## config.mk

```make
export PLATFORM = sky130hd
export DESIGN_NAME = gradient_line_rasterizer_core
export DESIGN_NICKNAME = d
export VERILOG_FILES = /design/src/hw/rtl/glr_pkg.sv /design/src/hw/rtl/glr_divider.sv /design/src/hw/rtl/glr_datapath.sv /design/src/hw/rtl/glr_ctrl.sv /design/src/hw/rtl/gradient_line_rasterizer_core.sv
export VERILOG_INCLUDE_DIRS = /design/src /design/src/hw/rtl
export SDC_FILE = /design/constraint.sdc
export NUM_CORES = 2
export LEC_CHECK = 0
export BUFFER_PORTS_ARGS = -buffer_cell sky130_fd_sc_hd__buf_2
export CORE_MARGIN = 3
export CORE_UTILIZATION = 50
export CTS_CLUSTER_SIZE = 20
export DETAILED_ROUTE_END_ITERATION = 12
export PLACE_DENSITY_LB_ADDON = 0.2
export SYNTH_ARGS = -nofsm -noshare
export SYNTH_HDL_FRONTEND = slang
export SYNTH_HIERARCHICAL = 1
export SYNTH_SLANG_ARGS = --single-unit
```

## constraint.sdc

```tcl
create_clock -name clk_i -period 9.1 [get_ports clk_i]
set_clock_uncertainty 0.05 [all_clocks]
set_input_delay 0 -clock clk_i [delete_from_list [all_inputs] [get_ports clk_i]]
set_output_delay 0 -clock clk_i [all_outputs]
set_load 0.01 [all_outputs]
```

## src/hw/rtl/gradient_line_rasterizer_core_assert.svh

```systemverilog
// Assertion macros used by the line rasterizer controller.
`ifndef GRADIENT_LINE_RASTERIZER_CORE_ASSERT_SVH
`define GRADIENT_LINE_RASTERIZER_CORE_ASSERT_SVH
`ifndef ASSERT_OFF
// Property checked at every clock edge outside reset.
`define GLR_ASSERT(name, prop) \
  name: assert property (@(posedge clk_i) disable iff (!rst_ni) prop) \
    else $error("line rasterizer assertion failed");
// Condition that must hold in the cycle after a trigger.
`define GLR_ASSERT_NEXT(name, pre, post) \
  name: assert property (@(posedge clk_i) disable iff (!rst_ni) (pre) |=> (post)) \
    else $error("line rasterizer assertion failed");
`else
`define GLR_ASSERT(name, prop)
`define GLR_ASSERT_NEXT(name, pre, post)
`endif
`endif

```

## src/hw/rtl/glr_pkg.sv

```systemverilog
// Shared types, constants and helper functions of the line rasterizer.
`timescale 1ns / 1ps
`default_nettype none

package glr_pkg;

  // Geometry and color formats.
  localparam int unsigned COORD_BITS_DEF = 13;
  localparam int unsigned WIDTH_BITS     = 12;
  localparam logic [WIDTH_BITS-1:0] WIDTH_RESET = 12'd1920;
  localparam int unsigned COLOR_W        = 32;
  localparam int unsigned CHAN_W         = 8;
  localparam int unsigned NUM_CHANNELS   = 3;
  localparam int unsigned DELTA_W        = CHAN_W + 1;

  // Blend fraction in tenths, and the walk position counter.
  localparam int unsigned FRAC_W     = 4;
  localparam logic [FRAC_W-1:0] FRAC_MAX = 4'd10;
  localparam int unsigned STEP_BITS  = 14;
  localparam int unsigned FRAC_NUM_W = STEP_BITS + 4;

  // Channel delta times fraction, and its magnitude.
  localparam int unsigned PROD_W = DELTA_W + FRAC_W + 1;
  localparam int unsigned MAG_W  = 12;

  // Reciprocal of ten in 16 fractional bits; exact for magnitudes below 4096.
  localparam int unsigned DIV10_SHIFT = 16;
  localparam int unsigned RECIP_W     = 13;
  localparam logic [RECIP_W-1:0] DIV10_RECIP = 13'd6554;

  // Command codes carried in the input tuser.
  localparam logic CMD_START = 1'b0;
  localparam logic CMD_STEP  = 1'b1;

  typedef enum logic [1:0] {
    ST_IDLE,
    ST_DIVIDE,
    ST_SCALE,
    ST_EMIT
  } glr_state_e;

  // Commands from the controller to the datapath.
  typedef struct packed {
    logic load;
    logic walk;
    logic finish;
    logic take_frac;
    logic scale;
    logic emit;
  } glr_cmd_t;

  // Status from the datapath to the controller.
  typedef struct packed {
    logic active;
    logic at_target;
    logic div_done;
    logic out_free;
  } glr_status_t;

  // Unsigned division by ten through a reciprocal multiply.
  function automatic logic [CHAN_W-1:0] div10(input logic [MAG_W-1:0] mag);
    logic [MAG_W+RECIP_W-1:0] prod;
    prod = (MAG_W + RECIP_W)'(mag) * (MAG_W + RECIP_W)'(DIV10_RECIP);
    return prod[DIV10_SHIFT +: CHAN_W];
  endfunction

endpackage

`default_nettype wire

```

## src/hw/rtl/glr_divider.sv

```systemverilog
// Restoring divider that produces one quotient bit per cycle.
`timescale 1ns / 1ps
`default_nettype none

module glr_divider #(
  parameter int unsigned NUM_W = glr_pkg::FRAC_NUM_W,
  parameter int unsigned DEN_W = glr_pkg::COORD_BITS_DEF
) (
  input  logic             clk_i,
  input  logic             rst_ni,
  input  logic             start_i,
  input  logic [NUM_W-1:0] num_i,
  input  logic [DEN_W-1:0] den_i,
  output logic [NUM_W-1:0] quot_o,
  output logic             done_o
);

  localparam int unsigned CNT_W = $clog2(NUM_W + 1);

  logic [NUM_W-1:0] num_q;
  logic [DEN_W-1:0] rem_q;
  logic [DEN_W-1:0] den_q;
  logic [CNT_W-1:0] cnt_q;
  logic             busy_q;
  logic             done_q;

  logic [DEN_W:0]   rem_sh;
  logic [DEN_W:0]   rem_sub;
  logic             fit;
  logic [DEN_W-1:0] rem_d;

  // One trial subtraction of the shifted remainder.
  assign rem_sh  = {rem_q, num_q[NUM_W-1]};
  assign fit     = rem_sh >= {1'b0, den_q};
  assign rem_sub = rem_sh - {1'b0, den_q};
  assign rem_d   = fit ? rem_sub[DEN_W-1:0] : rem_sh[DEN_W-1:0];

  // Iteration control.
  always_ff @(posedge clk_i or negedge rst_ni) begin
    if (!rst_ni) begin
      busy_q <= 1'b0;
      done_q <= 1'b0;
      cnt_q  <= '0;
    end else begin
      done_q <= busy_q && !start_i && (cnt_q == CNT_W'(1));
      if (start_i) begin
        busy_q <= 1'b1;
        cnt_q  <= CNT_W'(NUM_W);
      end else if (busy_q) begin
        cnt_q <= cnt_q - 1'b1;
        if (cnt_q == CNT_W'(1)) begin
          busy_q <= 1'b0;
        end
      end
    end
  end

  // Numerator shifts out at the top while quotient bits shift in.
  always_ff @(posedge clk_i) begin
    if (start_i) begin
      num_q <= num_i;
      rem_q <= '0;
      den_q <= den_i;
    end else if (busy_q) begin
      num_q <= {num_q[NUM_W-2:0], fit};
      rem_q <= rem_d;
    end
  end

  assign quot_o = num_q;
  assign done_o = done_q;

endmodule

`default_nettype wire

```

## src/hw/rtl/glr_datapath.sv

```systemverilog
// Line walker registers, blend fraction divider, color blend and output register.
`timescale 1ns / 1ps
`default_nettype none

module glr_datapath #(
  parameter int unsigned COORD_BITS = glr_pkg::COORD_BITS_DEF
) (
  input  logic                              clk_i,
  input  logic                              rst_ni,
  input  glr_pkg::glr_cmd_t                 cmd_i,
  output glr_pkg::glr_status_t              status_o,
  input  logic                              cfg_we_i,
  input  logic [glr_pkg::WIDTH_BITS-1:0]    cfg_wdata_i,
  input  logic signed [COORD_BITS-1:0]      x_start_i,
  input  logic signed [COORD_BITS-1:0]      y_start_i,
  input  logic signed [COORD_BITS-1:0]      x_end_i,
  input  logic signed [COORD_BITS-1:0]      y_end_i,
  input  logic [glr_pkg::COLOR_W-1:0]       start_color_i,
  input  logic [glr_pkg::COLOR_W-1:0]       end_color_i,
  input  logic                              out_ready_i,
  output logic                              out_valid_o,
  output logic [COORD_BITS-1:0]             pixel_x_o,
  output logic [COORD_BITS-1:0]             pixel_y_o,
  output logic [glr_pkg::COLOR_W-1:0]       pixel_color_o,
  output logic                              last_pixel_o
);

  localparam int unsigned C      = COORD_BITS;
  localparam int unsigned ERR_W  = C + 2;
  localparam int unsigned CMP_W  = (C > glr_pkg::WIDTH_BITS ? C : glr_pkg::WIDTH_BITS) + 1;
  localparam int unsigned NUM_W  = glr_pkg::FRAC_NUM_W;
  localparam int unsigned CH_W   = glr_pkg::CHAN_W;
  localparam int unsigned NCH    = glr_pkg::NUM_CHANNELS;

  // Control registers.
  logic                            active_q;
  logic [glr_pkg::WIDTH_BITS-1:0]  width_q;
  logic                            out_valid_q;

  // Walker and blend payload registers.
  logic signed [C-1:0]             cur_x_q, cur_y_q, tgt_x_q, tgt_y_q;
  logic [C-1:0]                    span_x_q, span_y_q, len_q;
  logic                            dir_x_neg_q, dir_y_neg_q;
  logic signed [ERR_W-1:0]         err_q;
  logic [glr_pkg::STEP_BITS-1:0]   step_q;
  logic [glr_pkg::COLOR_W-1:0]     base_q;
  logic signed [glr_pkg::DELTA_W-1:0] delta_q [NCH];
  logic [glr_pkg::FRAC_W-1:0]      frac_q;
  logic signed [glr_pkg::PROD_W-1:0] prod_q [NCH];
  logic [C-1:0]                    pix_x_q, pix_y_q;
  logic                            last_q;
  logic [C-1:0]                    out_x_q, out_y_q;
  logic [glr_pkg::COLOR_W-1:0]     out_color_q;
  logic                            out_last_q;

  // Start-side values.
  logic signed [CMP_W-1:0]         xs_w, xe_w, w_w;
  logic                            reject;
  logic signed [C:0]               dx, dy, abs_dx, abs_dy;
  logic [C-1:0]                    span_x_n, span_y_n, len_n;
  logic signed [ERR_W-1:0]         err_n;
  logic signed [glr_pkg::DELTA_W-1:0] delta_n [NCH];

  // Walk-side values.
  logic signed [ERR_W:0]           e2, sx_e, sy_e;
  logic                            move_x, move_y;
  logic signed [ERR_W-1:0]         err_sub, err_add, err_walk;
  logic signed [C-1:0]             x_next, y_next;
  logic [glr_pkg::STEP_BITS-1:0]   step_next;
  logic [NUM_W-1:0]                div_num, quot;
  logic                            div_done;

  // Blend values.
  logic                            prod_neg [NCH];
  logic [glr_pkg::PROD_W-1:0]      prod_mag [NCH];
  logic [CH_W-1:0]                 quo10 [NCH];
  logic [CH_W-1:0]                 term [NCH];
  logic [CH_W-1:0]                 chan [NCH];
  logic [glr_pkg::COLOR_W-1:0]     color_n;

  // Rejection of lines lying wholly left of 0 or right of the window.
  assign xs_w   = CMP_W'(x_start_i);
  assign xe_w   = CMP_W'(x_end_i);
  assign w_w    = $signed({{(CMP_W - glr_pkg::WIDTH_BITS){1'b0}}, width_q});
  assign reject = (x_start_i[C-1] && x_end_i[C-1]) || ((xs_w > w_w) && (xe_w > w_w));

  // Spans, directions, initial error and length.
  assign dx       = (C + 1)'(x_end_i) - (C + 1)'(x_start_i);
  assign dy       = (C + 1)'(y_end_i) - (C + 1)'(y_start_i);
  assign abs_dx   = dx[C] ? -dx : dx;
  assign abs_dy   = dy[C] ? -dy : dy;
  assign span_x_n = abs_dx[C-1:0];
  assign span_y_n = abs_dy[C-1:0];
  assign len_n    = (span_x_n > span_y_n) ? span_x_n : span_y_n;
  assign err_n    = $signed({2'b00, span_x_n}) - $signed({2'b00, span_y_n});

  // Bresenham decisions for one step.
  assign e2       = {err_q, 1'b0};
  assign sx_e     = $signed({3'b000, span_x_q});
  assign sy_e     = $signed({3'b000, span_y_q});
  assign move_x   = e2 > -sy_e;
  assign move_y   = e2 < sx_e;
  assign err_sub  = move_x ? $signed({2'b00, span_y_q}) : '0;
  assign err_add  = move_y ? $signed({2'b00, span_x_q}) : '0;
  assign err_walk = err_q - err_sub + err_add;
  assign x_next   = cur_x_q + (dir_x_neg_q ? {C{1'b1}} : C'(1));
  assign y_next   = cur_y_q + (dir_y_neg_q ? {C{1'b1}} : C'(1));

  // Numerator of the fraction is ten times the new position.
  assign step_next = step_q + 1'b1;
  assign div_num   = (NUM_W'(step_next) << 3) + (NUM_W'(step_next) << 1);

  glr_divider #(
    .NUM_W (NUM_W),
    .DEN_W (C)
  ) u_divider (
    .clk_i   (clk_i),
    .rst_ni  (rst_ni),
    .start_i (cmd_i.walk),
    .num_i   (div_num),
    .den_i   (len_q),
    .quot_o  (quot),
    .done_o  (div_done)
  );

  // Per-channel delta at start, and truncating divide by ten at emit.
  for (genvar c = 0; c < NCH; c++) begin : g_chan
    localparam int unsigned SH = CH_W * (NCH - 1 - c);
    assign delta_n[c]  = $signed({1'b0, end_color_i[SH +: CH_W]})
                       - $signed({1'b0, start_color_i[SH +: CH_W]});
    assign prod_neg[c] = prod_q[c][glr_pkg::PROD_W-1];
    assign prod_mag[c] = prod_neg[c] ? -prod_q[c] : prod_q[c];
    assign quo10[c]    = glr_pkg::div10(prod_mag[c][glr_pkg::MAG_W-1:0]);
    assign term[c]     = prod_neg[c] ? -quo10[c] : quo10[c];
    assign chan[c]     = base_q[SH +: CH_W] + term[c];
  end

  // Alpha comes from the start color; channels are red, green, blue.
  assign color_n = {base_q[glr_pkg::COLOR_W-1 -: CH_W], chan[0], chan[1], chan[2]};

  // Control registers and the configuration register.
  always_ff @(posedge clk_i or negedge rst_ni) begin
    if (!rst_ni) begin
      active_q    <= 1'b0;
      width_q     <= glr_pkg::WIDTH_RESET;
      out_valid_q <= 1'b0;
    end else begin
      if (cfg_we_i) begin
        width_q <= cfg_wdata_i;
      end
      if (cmd_i.load) begin
        active_q <= !reject;
      end else if (cmd_i.finish) begin
        active_q <= 1'b0;
      end
      if (cmd_i.emit) begin
        out_valid_q <= 1'b1;
      end else if (out_ready_i) begin
        out_valid_q <= 1'b0;
      end
    end
  end

  // Walker state, blend pipeline and output payload.
  always_ff @(posedge clk_i) begin
    if (cmd_i.load) begin
      cur_x_q     <= x_start_i;
      cur_y_q     <= y_start_i;
      tgt_x_q     <= x_end_i;
      tgt_y_q     <= y_end_i;
      span_x_q    <= span_x_n;
      span_y_q    <= span_y_n;
      dir_x_neg_q <= dx[C] || (dx == '0);
      dir_y_neg_q <= dy[C] || (dy == '0);
      err_q       <= err_n;
      step_q      <= '0;
      len_q       <= len_n;
      base_q      <= start_color_i;
      for (int c = 0; c < NCH; c++) begin
        delta_q[c] <= delta_n[c];
      end
    end
    if (cmd_i.walk) begin
      pix_x_q <= cur_x_q;
      pix_y_q <= cur_y_q;
      last_q  <= 1'b0;
      step_q  <= step_next;
      err_q   <= err_walk;
      if (move_x) begin
        cur_x_q <= x_next;
      end
      if (move_y) begin
        cur_y_q <= y_next;
      end
    end
    if (cmd_i.finish) begin
      pix_x_q <= tgt_x_q;
      pix_y_q <= tgt_y_q;
      last_q  <= 1'b1;
      frac_q  <= glr_pkg::FRAC_MAX;
    end
    if (cmd_i.take_frac) begin
      frac_q <= (quot > NUM_W'(glr_pkg::FRAC_MAX)) ? glr_pkg::FRAC_MAX
                                                  : quot[glr_pkg::FRAC_W-1:0];
    end
    if (cmd_i.scale) begin
      for (int c = 0; c < NCH; c++) begin
        prod_q[c] <= glr_pkg::PROD_W'(delta_q[c])
                   * $signed({{(glr_pkg::PROD_W - glr_pkg::FRAC_W){1'b0}}, frac_q});
      end
    end
    if (cmd_i.emit) begin
      out_x_q     <= pix_x_q;
      out_y_q     <= pix_y_q;
      out_color_q <= color_n;
      out_last_q  <= last_q;
    end
  end

  // Status toward the controller.
  assign status_o.active    = active_q;
  assign status_o.at_target = (cur_x_q == tgt_x_q) && (cur_y_q == tgt_y_q);
  assign status_o.div_done  = div_done;
  assign status_o.out_free  = !out_valid_q || out_ready_i;

  assign out_valid_o   = out_valid_q;
  assign pixel_x_o     = out_x_q;
  assign pixel_y_o     = out_y_q;
  assign pixel_color_o = out_color_q;
  assign last_pixel_o  = out_last_q;

endmodule

`default_nettype wire

```

## src/hw/rtl/glr_ctrl.sv

```systemverilog
// Controller state machine that sequences start, walk, divide, blend and emit.
`timescale 1ns / 1ps
`default_nettype none
`include "gradient_line_rasterizer_core_assert.svh"

module glr_ctrl (
  input  logic                 clk_i,
  input  logic                 rst_ni,
  input  logic                 in_valid_i,
  input  logic                 in_cmd_i,
  output logic                 in_ready_o,
  input  glr_pkg::glr_status_t status_i,
  output glr_pkg::glr_cmd_t    cmd_o
);

  glr_pkg::glr_state_e state_q, state_d;

  // State register.
  always_ff @(posedge clk_i or negedge rst_ni) begin
    if (!rst_ni) begin
      state_q <= glr_pkg::ST_IDLE;
    end else begin
      state_q <= state_d;
    end
  end

  // Next state and datapath commands.
  always_comb begin
    state_d    = state_q;
    cmd_o      = '0;
    in_ready_o = 1'b0;
    case (state_q)
      glr_pkg::ST_IDLE: begin
        in_ready_o = 1'b1;
        if (in_valid_i) begin
          case (in_cmd_i)
            glr_pkg::CMD_START: begin
              cmd_o.load = 1'b1;
            end
            glr_pkg::CMD_STEP: begin
              if (status_i.active) begin
                if (status_i.at_target) begin
                  cmd_o.finish = 1'b1;
                  state_d      = glr_pkg::ST_SCALE;
                end else begin
                  cmd_o.walk = 1'b1;
                  state_d    = glr_pkg::ST_DIVIDE;
                end
              end
            end
            default: begin
            end
          endcase
        end
      end
      glr_pkg::ST_DIVIDE: begin
        if (status_i.div_done) begin
          cmd_o.take_frac = 1'b1;
          state_d         = glr_pkg::ST_SCALE;
        end
      end
      glr_pkg::ST_SCALE: begin
        cmd_o.scale = 1'b1;
        state_d     = glr_pkg::ST_EMIT;
      end
      glr_pkg::ST_EMIT: begin
        if (status_i.out_free) begin
          cmd_o.emit = 1'b1;
          state_d    = glr_pkg::ST_IDLE;
        end
      end
      default: begin
        state_d = glr_pkg::ST_IDLE;
      end
    endcase
  end

  // The divider only finishes while the controller waits for it.
  `GLR_ASSERT(a_done_in_divide, status_i.div_done |-> (state_q == glr_pkg::ST_DIVIDE))
  // A result is never written over one that is still waiting.
  `GLR_ASSERT(a_emit_has_room, cmd_o.emit |-> status_i.out_free)
  // A walking step always starts the divider wait.
  `GLR_ASSERT_NEXT(a_walk_enters_divide, cmd_o.walk, state_q == glr_pkg::ST_DIVIDE)
  // The endpoint pixel ends the line.
  `GLR_ASSERT_NEXT(a_finish_clears_active, cmd_o.finish, !status_i.active)

endmodule

`default_nettype wire

```

## src/hw/rtl/gradient_line_rasterizer_core.sv

```systemverilog
// Top level of the gradient line rasterizer: stream ports, controller and datapath.
//
// A start beat (tuser 0) loads two endpoints and two colors and never
// produces a pixel; a line lying wholly left of x = 0 or right of the window
// width is dropped. Each step beat (tuser 1) produces one pixel of the
// Bresenham walk with its blended color, and the last pixel of the line is
// flagged on tlast. A step beat that walks starts the bit-serial divider that
// forms the blend fraction, then passes through the divide, scale and emit
// states to the output register, and the next beat is taken once the
// controller is back in idle; the endpoint step passes through the scale and
// emit states only, and a start beat or a step with no line in progress is
// handled in the idle state. The input is accepted only while the controller
// is idle; a finished pixel waits in the output register without holding up
// the next input beat until the following pixel needs the register. The
// window width register may be written only while no beat is in flight.
`timescale 1ns / 1ps
`default_nettype none

module gradient_line_rasterizer_core #(
  parameter int unsigned COORD_BITS = glr_pkg::COORD_BITS_DEF,
  localparam int unsigned IN_FIELDS_W  = 4 * COORD_BITS + 2 * glr_pkg::COLOR_W,
  localparam int unsigned IN_W         = ((IN_FIELDS_W + 7) / 8) * 8,
  localparam int unsigned OUT_FIELDS_W = 2 * COORD_BITS + glr_pkg::COLOR_W,
  localparam int unsigned OUT_W        = ((OUT_FIELDS_W + 7) / 8) * 8
) (
  input  logic                           clk_i,
  input  logic                           rst_ni,
  input  logic                           cfg_we_i,
  input  logic [glr_pkg::WIDTH_BITS-1:0] cfg_wdata_i,
  input  logic                           s_axis_tvalid,
  output logic                           s_axis_tready,
  // x_start, y_start, x_end, y_end, start_color, end_color, zero fill
  input  logic [IN_W-1:0]                s_axis_tdata,
  // cmd
  input  logic                           s_axis_tuser,
  output logic                           m_axis_tvalid,
  input  logic                           m_axis_tready,
  // pixel_x, pixel_y, pixel_color, zero fill
  output logic [OUT_W-1:0]               m_axis_tdata,
  output logic                           m_axis_tlast
);

  localparam int unsigned C = COORD_BITS;

  logic signed [C-1:0]          x_start, y_start, x_end, y_end;
  logic [glr_pkg::COLOR_W-1:0]  start_color, end_color;
  logic [C-1:0]                 pixel_x, pixel_y;
  logic [glr_pkg::COLOR_W-1:0]  pixel_color;
  glr_pkg::glr_cmd_t            cmd;
  glr_pkg::glr_status_t         status;

  // Unpack the input beat.
  assign x_start     = s_axis_tdata[0 +: C];
  assign y_start     = s_axis_tdata[C +: C];
  assign x_end       = s_axis_tdata[2 * C +: C];
  assign y_end       = s_axis_tdata[3 * C +: C];
  assign start_color = s_axis_tdata[4 * C +: glr_pkg::COLOR_W];
  assign end_color   = s_axis_tdata[4 * C + glr_pkg::COLOR_W +: glr_pkg::COLOR_W];

  glr_ctrl u_ctrl (
    .clk_i      (clk_i),
    .rst_ni     (rst_ni),
    .in_valid_i (s_axis_tvalid),
    .in_cmd_i   (s_axis_tuser),
    .in_ready_o (s_axis_tready),
    .status_i   (status),
    .cmd_o      (cmd)
  );

  glr_datapath #(
    .COORD_BITS (COORD_BITS)
  ) u_datapath (
    .clk_i         (clk_i),
    .rst_ni        (rst_ni),
    .cmd_i         (cmd),
    .status_o      (status),
    .cfg_we_i      (cfg_we_i),
    .cfg_wdata_i   (cfg_wdata_i),
    .x_start_i     (x_start),
    .y_start_i     (y_start),
    .x_end_i       (x_end),
    .y_end_i       (y_end),
    .start_color_i (start_color),
    .end_color_i   (end_color),
    .out_ready_i   (m_axis_tready),
    .out_valid_o   (m_axis_tvalid),
    .pixel_x_o     (pixel_x),
    .pixel_y_o     (pixel_y),
    .pixel_color_o (pixel_color),
    .last_pixel_o  (m_axis_tlast)
  );

  // Pack the output beat.
  assign m_axis_tdata = OUT_W'({pixel_color, pixel_y, pixel_x});

endmodule

`default_nettype wire

```

==> out/summary.md <==
Timing would allow up to 120 MHz. The congestion estimate from routability-driven global placement came to 0.896. The total via count in the routed design is 25195. The die covers 74200 sq um. For this run, the slowest stage of the critical path takes 550 ps. The worst path meets setup with 798 ps of slack.

Cell taking the most area after synthesis: edfxtp_1. Setup repair after global routing left no endpoint under its margin. Max-cap violations in this run came to 0.

The number of cells on the worst hold path came out at 2. The clock slew at the register clock pins of the worst setup and hold paths works out to 60 ps. In this run the top signal layer used is met4. The flow ran to the end, and the final reports show no timing, DRC or antenna violations. The logs give 0 for the count of final max-slew check failures and 205 for the number of top-level pins. The die is 272 um tall. The path class of the tightest hold or removal check is input pin to register. The tools report the final count of hold timing violations as 0. Measured in cells, the most critical reg-to-reg path has a length of 30. The slew at the pin closest to its max-slew limit was 1060 ps; the number of routed nets with antenna violations was 0. In this run the number of H-tree levels came out at 2. Yosys mapped a number of flops with a built-in enable equal to 314. The tools report the final net count as 4756.

Timing analysis after detailed placement gives a worst setup slack of 870 ps. The endpoint arrival time on the critical path is 8580 ps, and the post-synthesis sequential element count is 377. The site row count came out at 97. The dominant combinational cell family by area after synthesis is adder cells. The synthesized netlist contains 105 unique library cells. The count of endpoints failing setup in the final report was 0; the shortest period the worst path allows was 8300 ps.

The run gives 129000 um as the first-pass GRT wire length. For the via count of the first global-routing pass, the log shows 25450. TritonCTS built the clock tree.

In this run, CTS created clock tree buffers numbering 47. The effective utilization at floorplan was 0.506. The total area inside the core boundary comes to 70100 sq um. For the detailed-route wire length on metal 1, the log shows 35900 um.

Sorting the synthesized cells by how often they occur yields inv_1 (641), ha_1 (526), edfxtp_1 (314). The most prevalent standard cell on the critical path is inv_1. Summed over all failing endpoints, the final setup total negative slack is 0 ps. The complex-gate fraction of the synthesized area was 0.106. The share of cells above drive strength 1 was 0.101; the maximum fanout count along the critical path was 7.

The kind of launch point of the worst setup path is a register. The number of stages on the worst setup path was 30; the number of port buffers was 186. Entering global routing, the biggest net connects 156 pins.

The total iterations of the first detailed-routing run is 7. CTS placed an instance of clkbuf_16 at the clock tree root. The ratio of final minimum period to clock period came out at 0.912. The arithmetic-cell share of the synthesized area counting full adders, half adders and majority gates was 0.294; the post-detailed-route via-to-cell ratio was 5.16.

The initial antenna violation count came out at 0. By area the synthesized netlist is led by edfxtp_1 (27%), ha_1 (19%), fa_1 (11%), inv_1 (6.8%), xnor2_1 (5.1%). From synthesis to final layout, the design area changed by 14.8%. The async set-or-reset flop fraction in the synthesized netlist works out to 0.0610.

The run gives 3543 as the synthesized instance count. The number of sinks driven by the clock tree was 377. Post-CTS timing repair inserted 0 buffers for setup. The critical path contains buffers and inverters numbering 5 combined. Dividing the detail-routed wire length by the instance count gives 16.0 um.

The cell family contributing the most delay on the critical path is adder cells. Counting along the longest clock path gives a buffer depth of 3. Most common cell in the synthesized netlist: inv_1. Yosys printed 6 warnings. Global routing usage summed across all routing layers: 0.214. The total length of routed met3 wires is 3350 um. Sort of element at the end of the critical path: a register. By startpoint and endpoint, the worst setup path is classified as register to register. Worst slew slack as a fraction of its limit: 0.292. The xor/xnor share of the synthesized area works out to 0.0818. A synthesized cell averages 10.0 sq um. In the routed design, unresolved DRC markers number 0.

The portion of the post-synthesis area used by sequential elements is 0.305, and the area fraction of the dominant cell type after synthesis is 0.266. The simple logic cell fraction of the synthesized area is 0.108. Detailed routing placed a total of 36500 um of wire on met2. From left edge to right edge, the die measures 272 um.

The tools report the remaining global-route overflow as 0. The slowest stage of the critical path belongs to the cell fa_1. The critical path required time was 9380 ps.

The HPWL after detailed placement is 60600 um. Prevailing post-synth register cell: edfxtp_1. In this run, the number of DRC markers left after iteration 0 of detailed routing was 1306.

The share of synthesized area spent on multiplexers works out to 0.0299. Wires add up to 78100 um. The later-pin clock latency in the skew report is 610 ps, and the post-synthesis instance area is 35500 sq um.
==> final timing paths <==
path	from	endpoint	slack (ps)
min in group asynchronous	rst_ni	u_datapath/width_q[8]	480
min	s_axis_tdata[79]	u_datapath/base_q[27]	60
max reg2reg	u_datapath/prod_q[0][14]	u_datapath/pixel_color_o[15]	800
max	u_datapath/prod_q[0][14]	u_datapath/pixel_color_o[15]	800
max in group asynchronous	rst_ni	u_datapath/out_valid_o	8350
min reg2reg	u_datapath/len_q[6]	u_datapath/u_divider/den_q[6]	360
==> cells by family after synthesis <==
kind of cell / after synthesis
DFF: 377
other: 2
muxes: 100
AOI/OAI and AO/OA: 559
buffers and inverters: 700
and+or+nand+nor: 756
adders and majority gates: 719
xor gates and xnor gates: 330
==> sequential cells by signal, summed over array words and instances (netlist names), 14 cells and up <==
| name | flops |
|---|---|
| u_datapath/base_q | 32 |
| u_datapath/pixel_color_o | 32 |
| u_datapath/err_q | 15 |
| u_datapath/prod_q | 39 |
| u_datapath/u_divider/quot_o | 18 |
| u_datapath/step_q | 14 |
| u_datapath/delta_q | 27 |
==> metal layers <==
metal / vias up / GRT usage
met5: - / 0
met4: 0 / 0.0674
met3: 127 / 0.0302
met2: 475 / 0.361
met1: 11899 / 0.284
li1: 12694 / -
==> per-stage QoR <==
stage               hold WS (ps)  area [sq um]  cells   util
finish                      58.0         40800   4879  0.581
global route                32.4         40700   4878  0.581
CTS                         11.0         40700   4878  0.581
detailed placement         -2.73         37500   4629  0.534
global placement           -7.19         37500   4629  0.534
floorplan                   -346         35500   3548      -
==> placed cells by master, fill, tap and decap left out, types with 17 or more instances in the layout <==
cell	netlist	layout
dfrtp_1	19	19
and2_1	121	120
o21a_1	38	38
nand2b_1	31	31
o21ai_1	17	17
or3_1	18	18
nand3_1	44	44
xnor2_1	205	205
dlygate4sd3_1	0	160
mux2i_1	51	51
xor2_1	124	124
fa_1	193	193
o21ai_0	129	129
nor2_1	162	159
a21o_1	63	63
ha_1	526	525
nand4_1	19	19
clkbuf_16	0	49
dfxtp_1	40	40
nand2_1	187	187
o21bai_1	20	20
nor4_1	18	18
nor3_1	56	55
mux2_2	49	49
edfxtp_1	314	314
buf_2	1	186
a21oi_1	135	135
inv_1	641	641
nor2b_1	39	39
==> timing repair <==
action	CTS	global route
hold endpoints to repair	152	0
hold buffers	161	0
gates resized for setup	0	0
==> cell type report <==
class / instances / area (sq um)
Antenna cell: 1 / 2.50
Tap cell: 940 / 1180
Inverter: 642 / 2410
Clock inverter: 31 / 382
Clock buffer: 57 / 1270
Fill cell: 6110 / 29400
Sequential cell: 377 / 10800
Timing Repair Buffer: 360 / 2660
Multi-Input combinational cell: 2471 / 22000
Power is not shown: default switching activity piles up to over one toggle a cycle in this logic, so the estimate is an artifact.
